**src/rtl/hfsc_pkg.sv**
```systemverilog
`timescale 1ns / 1ps
// Package for the HDLC framer/deframer: byte type, framing constants,
// CRC-16 byte update and escape helpers. No dependencies.
package hfsc_pkg;

    typedef logic [7:0] t_byte;

    typedef struct packed {
        logic  two;
        t_byte first;
        t_byte second;
    } t_stuff;

    localparam int    MaxResults = 7;
    localparam int    CntW       = $clog2(MaxResults + 1);
    localparam t_byte FlagByte   = 8'h7E;
    localparam t_byte EscByte    = 8'h7D;
    localparam t_byte EscXor     = 8'h20;
    localparam logic [15:0] CrcInit = 16'hFFFF;
    localparam logic [15:0] CrcPoly = 16'h8408;
    localparam logic ModeFrame   = 1'b0;
    localparam logic ModeDeframe = 1'b1;

    function automatic logic [15:0] crc_update(input logic [15:0] crc, input t_byte b);
        logic [15:0] c;
        c = crc ^ {8'h00, b};
        for (int k = 0; k < 8; k++) begin
            if (c[0]) begin
                c = (c >> 1) ^ CrcPoly;
            end else begin
                c = c >> 1;
            end
        end
        return c;
    endfunction

    function automatic t_stuff stuff(input t_byte b);
        t_stuff s;
        if (b == EscByte || b == FlagByte) begin
            s.two    = 1'b1;
            s.first  = EscByte;
            s.second = b ^ EscXor;
        end else begin
            s.two    = 1'b0;
            s.first  = b;
            s.second = b;
        end
        return s;
    endfunction

endpackage

```
**src/rtl/hfsc_in_if.sv**
```systemverilog
`timescale 1ns / 1ps
// Input item channel: valid/ready handshake with payload byte and last flag.
// Depends on hfsc_pkg.
interface hfsc_in_if import hfsc_pkg::*; ();
    logic  valid;
    logic  ready;
    t_byte data_byte;
    logic  last_byte;

    modport source (output valid, output data_byte, output last_byte, input ready);
    modport sink   (input valid, input data_byte, input last_byte, output ready);
endinterface

```
**src/rtl/hfsc_out_if.sv**
```systemverilog
`timescale 1ns / 1ps
// Result item channel: valid/ready handshake with output byte and markers.
// Depends on hfsc_pkg.
interface hfsc_out_if import hfsc_pkg::*; ();
    logic  valid;
    logic  ready;
    t_byte out_byte;
    logic  frame_end;
    logic  run_last;

    modport source (output valid, output out_byte, output frame_end, output run_last,
                    input ready);
    modport sink   (input valid, input out_byte, input frame_end, input run_last,
                    output ready);
endinterface

```
**src/rtl/hdlc_frame_stuffer_crc16_unit.sv**
```systemverilog
`timescale 1ns / 1ps
// Top level of the HDLC async framer/deframer with CRC-16/X.25.
// Depends on hfsc_pkg, hfsc_in_if, hfsc_out_if.
//
// Mode 0 frames payload bytes: each byte is escaped (0x7D/0x7E become 0x7D,
// byte^0x20) and folded into a reflected CRC-16; last_byte appends the
// inverted CRC (low byte first, escaped) and a 0x7E flag marked frame_end.
// Mode 1 removes escapes, holds back the two bytes before each 0x7E and
// drops them as the CRC (not checked), then gives one frame_end result with
// byte 0. run_last marks the final result of each input item. An accepted
// item is expanded combinationally into a result shift register of up to 7
// bytes, which drains one result per cycle while o_out.ready is high; the next
// item is taken in the cycle the last result of the previous one leaves.
// Write the mode register only while the block is idle.
module hdlc_frame_stuffer_crc16_unit
    import hfsc_pkg::*;
(
    input  logic        i_clk,
    input  logic        i_rst_n,
    input  logic        i_cfg_we,
    input  logic        i_cfg_data,
    hfsc_in_if.sink     i_in,
    hfsc_out_if.source  o_out
);

    logic              r_mode;
    logic [15:0]       r_crc,  n_crc;
    logic              r_esc,  n_esc;
    logic [1:0]        r_hcnt, n_hcnt;
    t_byte             r_h0,   n_h0;
    t_byte             r_h1,   n_h1;
    t_byte             r_buf [MaxResults];
    t_byte             n_buf [MaxResults];
    logic [CntW-1:0]   r_cnt,  n_cnt;
    logic              r_fe,   n_fe;

    t_byte             w_list [MaxResults];
    logic [CntW-1:0]   w_len;
    logic              w_fe;
    logic [15:0]       w_crc;
    logic [15:0]       w_fin;
    t_byte             w_tok [3];
    t_stuff            w_st;
    logic              w_push;
    t_byte             w_pval;
    logic              w_acc;
    logic              w_pop;

    assign w_pop       = o_out.valid & o_out.ready;
    assign i_in.ready  = (r_cnt == '0) || ((r_cnt == CntW'(1)) && o_out.ready);
    assign w_acc       = i_in.valid & i_in.ready;

    assign o_out.valid     = (r_cnt != '0);
    assign o_out.out_byte  = r_buf[0];
    assign o_out.run_last  = (r_cnt == CntW'(1));
    assign o_out.frame_end = r_fe & (r_cnt == CntW'(1));

    // per-item expansion
    always_comb begin
        for (int i = 0; i < MaxResults; i++) begin
            w_list[i] = '0;
        end
        w_len  = '0;
        w_fe   = 1'b0;
        n_crc  = r_crc;
        n_esc  = r_esc;
        n_hcnt = r_hcnt;
        n_h0   = r_h0;
        n_h1   = r_h1;
        w_push = 1'b0;
        w_pval = i_in.data_byte;
        w_crc  = crc_update(r_crc, i_in.data_byte);
        w_fin  = ~w_crc;
        w_tok[0] = i_in.data_byte;
        w_tok[1] = w_fin[7:0];
        w_tok[2] = w_fin[15:8];
        w_st   = '0;

        if (r_mode == ModeFrame) begin
            for (int k = 0; k < 3; k++) begin
                if (k == 0 || i_in.last_byte) begin
                    w_st = stuff(w_tok[k]);
                    w_list[w_len[2:0]] = w_st.first;
                    w_len = w_len + CntW'(1);
                    if (w_st.two) begin
                        w_list[w_len[2:0]] = w_st.second;
                        w_len = w_len + CntW'(1);
                    end
                end
            end
            if (i_in.last_byte) begin
                w_list[w_len[2:0]] = FlagByte;
                w_len = w_len + CntW'(1);
                w_fe  = 1'b1;
                n_crc = CrcInit;
            end else begin
                n_crc = w_crc;
            end
        end else begin
            if (r_esc) begin
                n_esc  = 1'b0;
                w_push = 1'b1;
                w_pval = i_in.data_byte ^ EscXor;
            end else if (i_in.data_byte == FlagByte) begin
                n_hcnt    = 2'd0;
                w_list[0] = '0;
                w_len     = CntW'(1);
                w_fe      = 1'b1;
            end else if (i_in.data_byte == EscByte) begin
                n_esc = 1'b1;
            end else begin
                w_push = 1'b1;
            end
            if (w_push) begin
                if (r_hcnt == 2'd2) begin
                    w_list[0] = r_h0;
                    w_len     = CntW'(1);
                    n_h0      = r_h1;
                    n_h1      = w_pval;
                end else begin
                    if (r_hcnt == 2'd0) begin
                        n_h0 = w_pval;
                    end else begin
                        n_h1 = w_pval;
                    end
                    n_hcnt = r_hcnt + 2'd1;
                end
            end
        end
    end

    // result shift register
    always_comb begin
        n_cnt = r_cnt;
        n_fe  = r_fe;
        for (int i = 0; i < MaxResults; i++) begin
            n_buf[i] = r_buf[i];
        end
        if (w_acc) begin
            n_cnt = w_len;
            n_fe  = w_fe;
            for (int i = 0; i < MaxResults; i++) begin
                n_buf[i] = w_list[i];
            end
        end else if (w_pop) begin
            n_cnt = r_cnt - CntW'(1);
            for (int i = 0; i < MaxResults - 1; i++) begin
                n_buf[i] = r_buf[i + 1];
            end
            n_buf[MaxResults - 1] = '0;
        end
    end

    always_ff @(posedge i_clk) begin
        if (!i_rst_n) begin
            r_mode <= ModeFrame;
            r_crc  <= CrcInit;
            r_esc  <= 1'b0;
            r_hcnt <= 2'd0;
            r_cnt  <= '0;
            r_fe   <= 1'b0;
        end else begin
            if (i_cfg_we) begin
                r_mode <= i_cfg_data;
            end
            if (w_acc) begin
                r_crc  <= n_crc;
                r_esc  <= n_esc;
                r_hcnt <= n_hcnt;
            end
            r_cnt <= n_cnt;
            r_fe  <= n_fe;
        end
    end

    always_ff @(posedge i_clk) begin
        if (w_acc) begin
            r_h0 <= n_h0;
            r_h1 <= n_h1;
        end
        for (int i = 0; i < MaxResults; i++) begin
            r_buf[i] <= n_buf[i];
        end
    end

endmodule

```
**src/flat_wrapper.sv**
```systemverilog
// flat-port wrapper written by rule: the top's interface ports become plain ports
module hdlc_frame_stuffer_crc16_unit_flat import hfsc_pkg::*;
  (i_clk, i_rst_n, i_cfg_we, i_cfg_data, i_in_valid, i_in_data_byte, i_in_last_byte, i_in_ready, o_out_valid, o_out_out_byte, o_out_frame_end, o_out_run_last, o_out_ready);
  hfsc_in_if i_in_i ();
  hfsc_out_if o_out_i ();
  input  logic i_clk;
  input  logic i_rst_n;
  input  logic i_cfg_we;
  input  logic i_cfg_data;
  input wire logic [$bits(i_in_i.valid)-1:0] i_in_valid;
  input wire logic [$bits(i_in_i.data_byte)-1:0] i_in_data_byte;
  input wire logic [$bits(i_in_i.last_byte)-1:0] i_in_last_byte;
  output wire logic [$bits(i_in_i.ready)-1:0] i_in_ready;
  output wire logic [$bits(o_out_i.valid)-1:0] o_out_valid;
  output wire logic [$bits(o_out_i.out_byte)-1:0] o_out_out_byte;
  output wire logic [$bits(o_out_i.frame_end)-1:0] o_out_frame_end;
  output wire logic [$bits(o_out_i.run_last)-1:0] o_out_run_last;
  input wire logic [$bits(o_out_i.ready)-1:0] o_out_ready;
  assign i_in_i.valid = i_in_valid;
  assign i_in_i.data_byte = i_in_data_byte;
  assign i_in_i.last_byte = i_in_last_byte;
  assign i_in_ready = i_in_i.ready;
  assign o_out_valid = o_out_i.valid;
  assign o_out_out_byte = o_out_i.out_byte;
  assign o_out_frame_end = o_out_i.frame_end;
  assign o_out_run_last = o_out_i.run_last;
  assign o_out_i.ready = o_out_ready;
  hdlc_frame_stuffer_crc16_unit u_core (.i_clk(i_clk), .i_rst_n(i_rst_n), .i_cfg_we(i_cfg_we), .i_cfg_data(i_cfg_data), .i_in(i_in_i), .o_out(o_out_i));
endmodule
```
**config.mk**
```make
export PLATFORM = sky130hd
export DESIGN_NAME = hdlc_frame_stuffer_crc16_unit_flat
export DESIGN_NICKNAME = d
export VERILOG_FILES = /design/src/rtl/hfsc_pkg.sv /design/src/rtl/hfsc_in_if.sv /design/src/rtl/hfsc_out_if.sv /design/src/rtl/hdlc_frame_stuffer_crc16_unit.sv /design/src/flat_wrapper.sv
export SDC_FILE = /design/constraint.sdc
export NUM_CORES = 1
export LEC_CHECK = 0
export BUFFER_PORTS_ARGS = -buffer_cell sky130_fd_sc_hd__buf_2
export CORE_ASPECT_RATIO = 0.7
export CORE_MARGIN = 2
export CORE_UTILIZATION = 55
export DETAILED_ROUTE_END_ITERATION = 10
export GPL_ROUTABILITY_DRIVEN = 0
export MAX_ROUTING_LAYER = met4
export PLACE_DENSITY = 0.73
export REMOVE_ABC_BUFFERS = 1
export SYNTH_ARGS = -nofsm -noshare
export SYNTH_HDL_FRONTEND = slang
export SYNTH_SLANG_ARGS = --single-unit
export TNS_END_PERCENT = 50
```
**constraint.sdc**
```tcl
create_clock -name i_clk -period 5.4 [get_ports i_clk]
set_input_delay 0 -clock i_clk [delete_from_list [all_inputs] [get_ports i_clk]]
set_output_delay 0 -clock i_clk [all_outputs]
set_load 0.02 [all_outputs]
```
==> Word level (Yosys, flattened, before mapping) <==
Memories as Yosys holds them, arrays and structs flattened.
Cells that the tools add are included.
{ "op_classes": {"n_eq_ne": 9, "div_mod_pow": 0, "n_bitwise": 25, "multipliers": 0, "mux": 82, "n_shift": 0, "add_sub_neg": 7, "reduce_logical": 19, "order_cmp": 10} }
{ "op_table": {"columns": ["operator", "n"], "rows": [
  ["2-to-1 mux 56 bit", 9],
  ["bitwise mux 56 bit", 4],
  ["2-to-1 mux 16 bit", 10],
  ["2-to-1 mux 17 bit", 8],
  ["demux 8 bit (select 3 bit)", 5],
  ["2-to-1 mux 8 bit", 13],
  ["equality test 8 x 7 -> 1 bit, second input constant", 6],
  ["2-to-1 mux 48 bit", 1],
  ["2-to-1 mux 3 bit", 14],
  ["OR 42 bit", 1],
  ["inverter 2 -> 3 bit", 8],
  [">= comparator 4 bit, second input constant", 5],
  ["< comparator 4 x 1 -> 1 bit, second input constant", 5],
  ["inverter 3 -> 4 bit", 5],
  ["inverter 16 bit", 1],
  ["bitwise XOR 16 x 8 -> 16 bit", 1],
  ["adder 3 x 1 -> 3 bit, second input constant", 5],
  ["bitwise AND 14 bit", 1],
  ["inverter 14 bit", 1],
  ["2-to-1 mux 1 bit", 12],
  ["2-to-1 mux 2 bit", 5],
  ["AND reduction 4 bit", 2],
  ["logical AND 1 bit", 6],
  ["2-to-1 mux 6 bit", 1],
  ["13 further kinds", 23]
]} }
{ "totals": {"mem_count": 1, "latch_bits": 0, "ff_bits": 40, "out_inout_bits": 12, "inputBits": 15, "word_cells": 161, "romBits": 0, "ram_bits": 56} }
{ "mem_list": {"columns": ["name", "words", "width", "rd", "rd_clocked_by_memory_dff", "write_ports", "line_no", "source"], "rows": [
  ["u_core.r_buf", 7, 8, 7, 0, 7, "hdlc_frame_stuffer_crc16_unit.sv:32", "t_byte r_buf [MaxResults];"]
]} }

==> Depth between registers and ports, before layout <==
{ "depth": {"depth_word": 41, "mapped_depth": 19} }

==> Least setup slack after synthesis <==
OpenSTA, ideal clock, no wires.
{ "synth_timing": {"kind": "reg2reg", "start": "reg u_core.r_crc[1]", "end": "mem u_core.r_buf[6][0] in the netlist's numbering, data pin", "required_ns": 5.233, "path_stages_with_launch": 17, "setup_ns": 0.167, "t_arrival_ns": 4.178, "path_buffers": 2, "path_slack_ns": 1.054, "cell_sequence": "dfxtp_1 > xnor2_1 > xnor3_1 > xor2_1 > or2_2 > clkbuf_1 > inv_1 > ha_1 > nor2b_1 > nor2_1 > ha_1 > clkbuf_1 > inv_1 > or4_1 > or2_2 > a21o_1 > a211oi_1"} }
{ "synth_rtl": {"columns": ["item", "line_no", "source"], "rows": [
  ["start: declaration", "hdlc_frame_stuffer_crc16_unit.sv:27", "logic [15:0] r_crc, n_crc;"],
  ["start signal: assignment", "hdlc_frame_stuffer_crc16_unit.sv:157", "r_crc <= CrcInit;"],
  ["start signal: assignment", "hdlc_frame_stuffer_crc16_unit.sv:167", "r_crc <= n_crc;"],
  ["end: declaration", "hdlc_frame_stuffer_crc16_unit.sv:32", null]
]} }

==> impl_metrics.env <==
export IMPL_status="finished clean"
export IMPL_dp_hpwl_um=9280
export IMPL_hold_path_depth=4
export IMPL_yosysTopAreaCell="edfxtp_1"
export IMPL_setup_tns_ns=0
export IMPL_cts_buffer_depth=2
export IMPL_wl_per_cell_um=20.4
export IMPL_crit_slowest_cell="nor3_1"
export IMPL_worstSetupEndpointType="flip-flop"
export IMPL_worstMarginPinSlew_ns=1.32
export IMPL_synth_flop_cell="edfxtp_1"
export IMPL_core_area_um2=9610
export IMPL_final_core_util_pct=62.3
export IMPL_rsz0062_at_grt="no"
export IMPL_grtUsageMet3_pct=6.68
export IMPL_cts_root_buffer="clkbuf_16"
export IMPL_grt_pass1_vias=4205
export IMPL_top_usage_layer="met2"
export IMPL_synth_area_leaders="edfxtp_1, dfxtp_1, nand2_1"
export IMPL_die_area_um2=10700
export IMPL_fmax_mhz=200
export IMPL_synthArstFlopShare_pct=0
export IMPL_clockPowerShare_pct=20.2
export IMPL_switching_share_pct=38.8
export IMPL_period_share_pct=92.4
export IMPL_cap_viol_max_count=0
export IMPL_r2r_setup_slack_ns=0.41
export IMPL_start_kind="flip-flop"
export IMPL_cts_buffers=9
export IMPL_ys_seq_elements=96
export IMPL_path_delay_family="simple AND/OR/NAND/NOR gates"
export IMPL_worst_slack_ns=0.408
export IMPL_die_w_um=123
export IMPL_io_pins=27
export IMPL_h_tree_depth=3
export IMPL_antenna_left=0
export IMPL_path_cells="xnor2_2 > xor2_1 > inv_1 > nor3_1 > nand4_1 > or2_2 > inv_1 > ha_1 > nor2b_1 > nor2_1 > ha_1 > xor2_1 > nor2_1 > and3_1 > nor3_1 > a21oi_1 > a21o_1"
export IMPL_cts_resized=0
export IMPL_criticalPathCategory="reg -> reg"
export IMPL_syn_area_per_cell_um2=10.2
export IMPL_finalNetCount=568
export IMPL_p_int_mw=2.04
export IMPL_finalClockSkew_ns=0.00761
export IMPL_r2r_start="u_core.r_crc[2]"
export IMPL_port_buffers=26
export IMPL_setup_viol=0
export IMPL_vias=4366
export IMPL_slowest_delay_ns=0.51
export IMPL_power_net_switching_mw=1.29
export IMPL_synthCells=529
export IMPL_start_util_pct=56.3
export IMPL_seq_area_um2=2640
export IMPL_power_leakage_nw=2.34
export IMPL_worst_r2r_path_depth=17
export IMPL_multi_input_area_um2=2550
export IMPL_path_max_fanout=15
export IMPL_grt_max_degree=62
export IMPL_clk_pin_slew_ns=0.07
export IMPL_whs_endpoint="u_core.r_cnt[2]"
export IMPL_fin_crit_ns=4.99
export IMPL_min_from="o_out_ready"
export IMPL_clkLatencyLatePin_ns=0.36
export IMPL_seq_area_frac_synth_pct=48.9
export IMPL_critical_path_arrival_ns=5.10
export IMPL_hold_path_class="in -> reg"
export IMPL_max_slew_margin_rel_pct=12.0
export IMPL_n_fill_cell=816
export IMPL_area_growth_syn_to_layout_pct=10.7
export IMPL_powerDensity_nw_per_um2=557
export IMPL_synth_edf_count=72
export IMPL_synth_warnings=0
export IMPL_pwr_share_comb_pct=41.8
export IMPL_synth_distinct_cells=66
export IMPL_syn_cell_area_um2=5410
export IMPL_tritoncts="yes"
export IMPL_drive_gt1_share_pct=12.7
export IMPL_reg2reg_to="u_core.r_buf[3][6]"
export IMPL_grt_util_met2_pct=41.2
export IMPL_p_seq_share_pct=38.0
export IMPL_routed_wl_um=13900
export IMPL_first_iter_violations=680
export IMPL_use_met1_pct=41.1
export IMPL_worstPathRequired_ns=5.51
export IMPL_drc=0
export IMPL_dp_worst_setup_slack_ns=0.602
export IMPL_std_cell_rows=30
export IMPL_gr_usage_all_layers_pct=28.9
export IMPL_die_y_um=87.0
export IMPL_vdd_ir_drop_max_mv=0.483
export IMPL_synth_commonest_cells="nand2_1, edfxtp_1, o21ai_0"
export IMPL_hold_viol=0
export IMPL_cts_sinks=96
export IMPL_yosys_cell_count_top_type="nand2_1"
export IMPL_overflow=0
export IMPL_crit_buf_inv=2
export IMPL_maxSlewViolCount=0
export IMPL_synth_top_area_share_pct=40.0
export IMPL_antenna_found_initial=1
export IMPL_grt_pass1_wl_um=22400
export IMPL_drt_pass1_iter_count=6
export IMPL_vias_per_cell=6.43
## how the worst max path moves through the flow
stage / depth (start not counted) / slack [ns] / from / to
after floorplan: 14 / 1.13 / u_core.r_crc[1] / u_core.r_buf[6][0]
after global placement: 16 / 0.83 / u_core.r_crc[2] / u_core.r_buf[6][0]
after detailed placement: 16 / 0.60 / u_core.r_crc[2] / u_core.r_buf[6][0]
after CTS: 16 / 0.55 / u_core.r_crc[2] / u_core.r_buf[6][0]
after global routing: 16 / 0.08 / u_core.r_crc[2] / u_core.r_buf[6][0]
final: 17 / 0.41 / u_core.r_crc[2] / u_core.r_buf[3][6]
## registers in the layout, summed over array words and instances, names as in the netlist, named ones only
name           cells
u_core.r_fe        1
u_core.r_mode      1
u_core.r_esc       1
u_core.r_cnt       3
u_core.r_crc      16
u_core.r_h0        8
u_core.r_hcnt      1
u_core.r_buf      56
u_core.r_h1        8
## worst min-delay path: stages
cell,delay [ns]
buf_2,0.12
nand2_1,0.05
a22oi_1,0.05
nor2b_1,0.09
## cells by family after synthesis
group                      count (synthesis)  share of synthesized area [%]
AOI/OAI and AO/OA                        153                           19.0
xor gates and xnor gates                  39                           9.21
adders and majority gates                  8                           1.85
buffers and inverters                     50                           3.91
DFF                                       96                           48.9
muxes                                     12                           2.43
and+or+nand+nor                          171                           14.7
## power groups by stage
stage / registers, mW / logic (mW) / clock network, mW
6_report: 1.27 / 1.39 / 0.672
5_1_grt: 1.29 / 1.53 / 0.710
4_1_cts: 1.26 / 1.37 / 0.681
3_5_place_dp: 1.28 / 1.35 / 0
3_3_place_gp: 1.27 / 1.32 / 0
2_1_floorplan: 1.28 / 0.940 / 0
## final cells by class
class | count | area share, %
clock inverters | 7 | 1.44
inverters | 15 | 0.941
diodes | 1 | 0.0418
repair buffers | 40 | 4.35
well taps | 128 | 2.68
multi-input cells | 383 | 42.6
flip-flops and latches | 96 | 44.1
clock buffers | 9 | 3.76
## routing by layer
layer	part of all wire (%)	routed length, µm	vias to the layer above
met5	0	0	-
met4	1.7	232	0
met3	11	1500	23
met2	43	5990	269
met1	44	6140	2068
li1	-	-	2006
## what timing repair did
action	in CTS	in global routing
hold buffers	10	0
setup buffers	0	0
endpoints found under the hold margin	14	0
## cell usage in the layout, fill, tap and decap left out, types with 10 or more instances in the layout
| cell type | Yosys | final |
|---|---|---|
| dfxtp_1 | 24 | 24 |
| o211ai_1 | 14 | 14 |
| a221o_1 | 11 | 11 |
| a21oi_1 | 30 | 30 |
| dlygate4sd3_1 | 0 | 10 |
| nand2_1 | 77 | 77 |
| nor2_1 | 30 | 30 |
| buf_2 | 3 | 26 |
| xnor2_1 | 17 | 17 |
| edfxtp_1 | 72 | 72 |
| a22oi_1 | 10 | 10 |
| o21ai_0 | 37 | 37 |
| nand3_1 | 11 | 11 |
| inv_1 | 14 | 14 |
| xor2_1 | 10 | 10 |
| nor3_1 | 11 | 11 |
## metrics by stage
step	instance area, µm²	hold WS [ns]	std cells	total power, mW
after floorplan	5250	0.0989	494	2.22
after global placement	5570	0.256	652	2.59
after detailed placement	5570	0.250	652	2.63
after CTS	5980	0.00689	678	3.31
after global routing	5990	0.0175	679	3.53
final	5990	0.00726	679	3.33
Note: power is estimated with default switching activity, not from simulation.
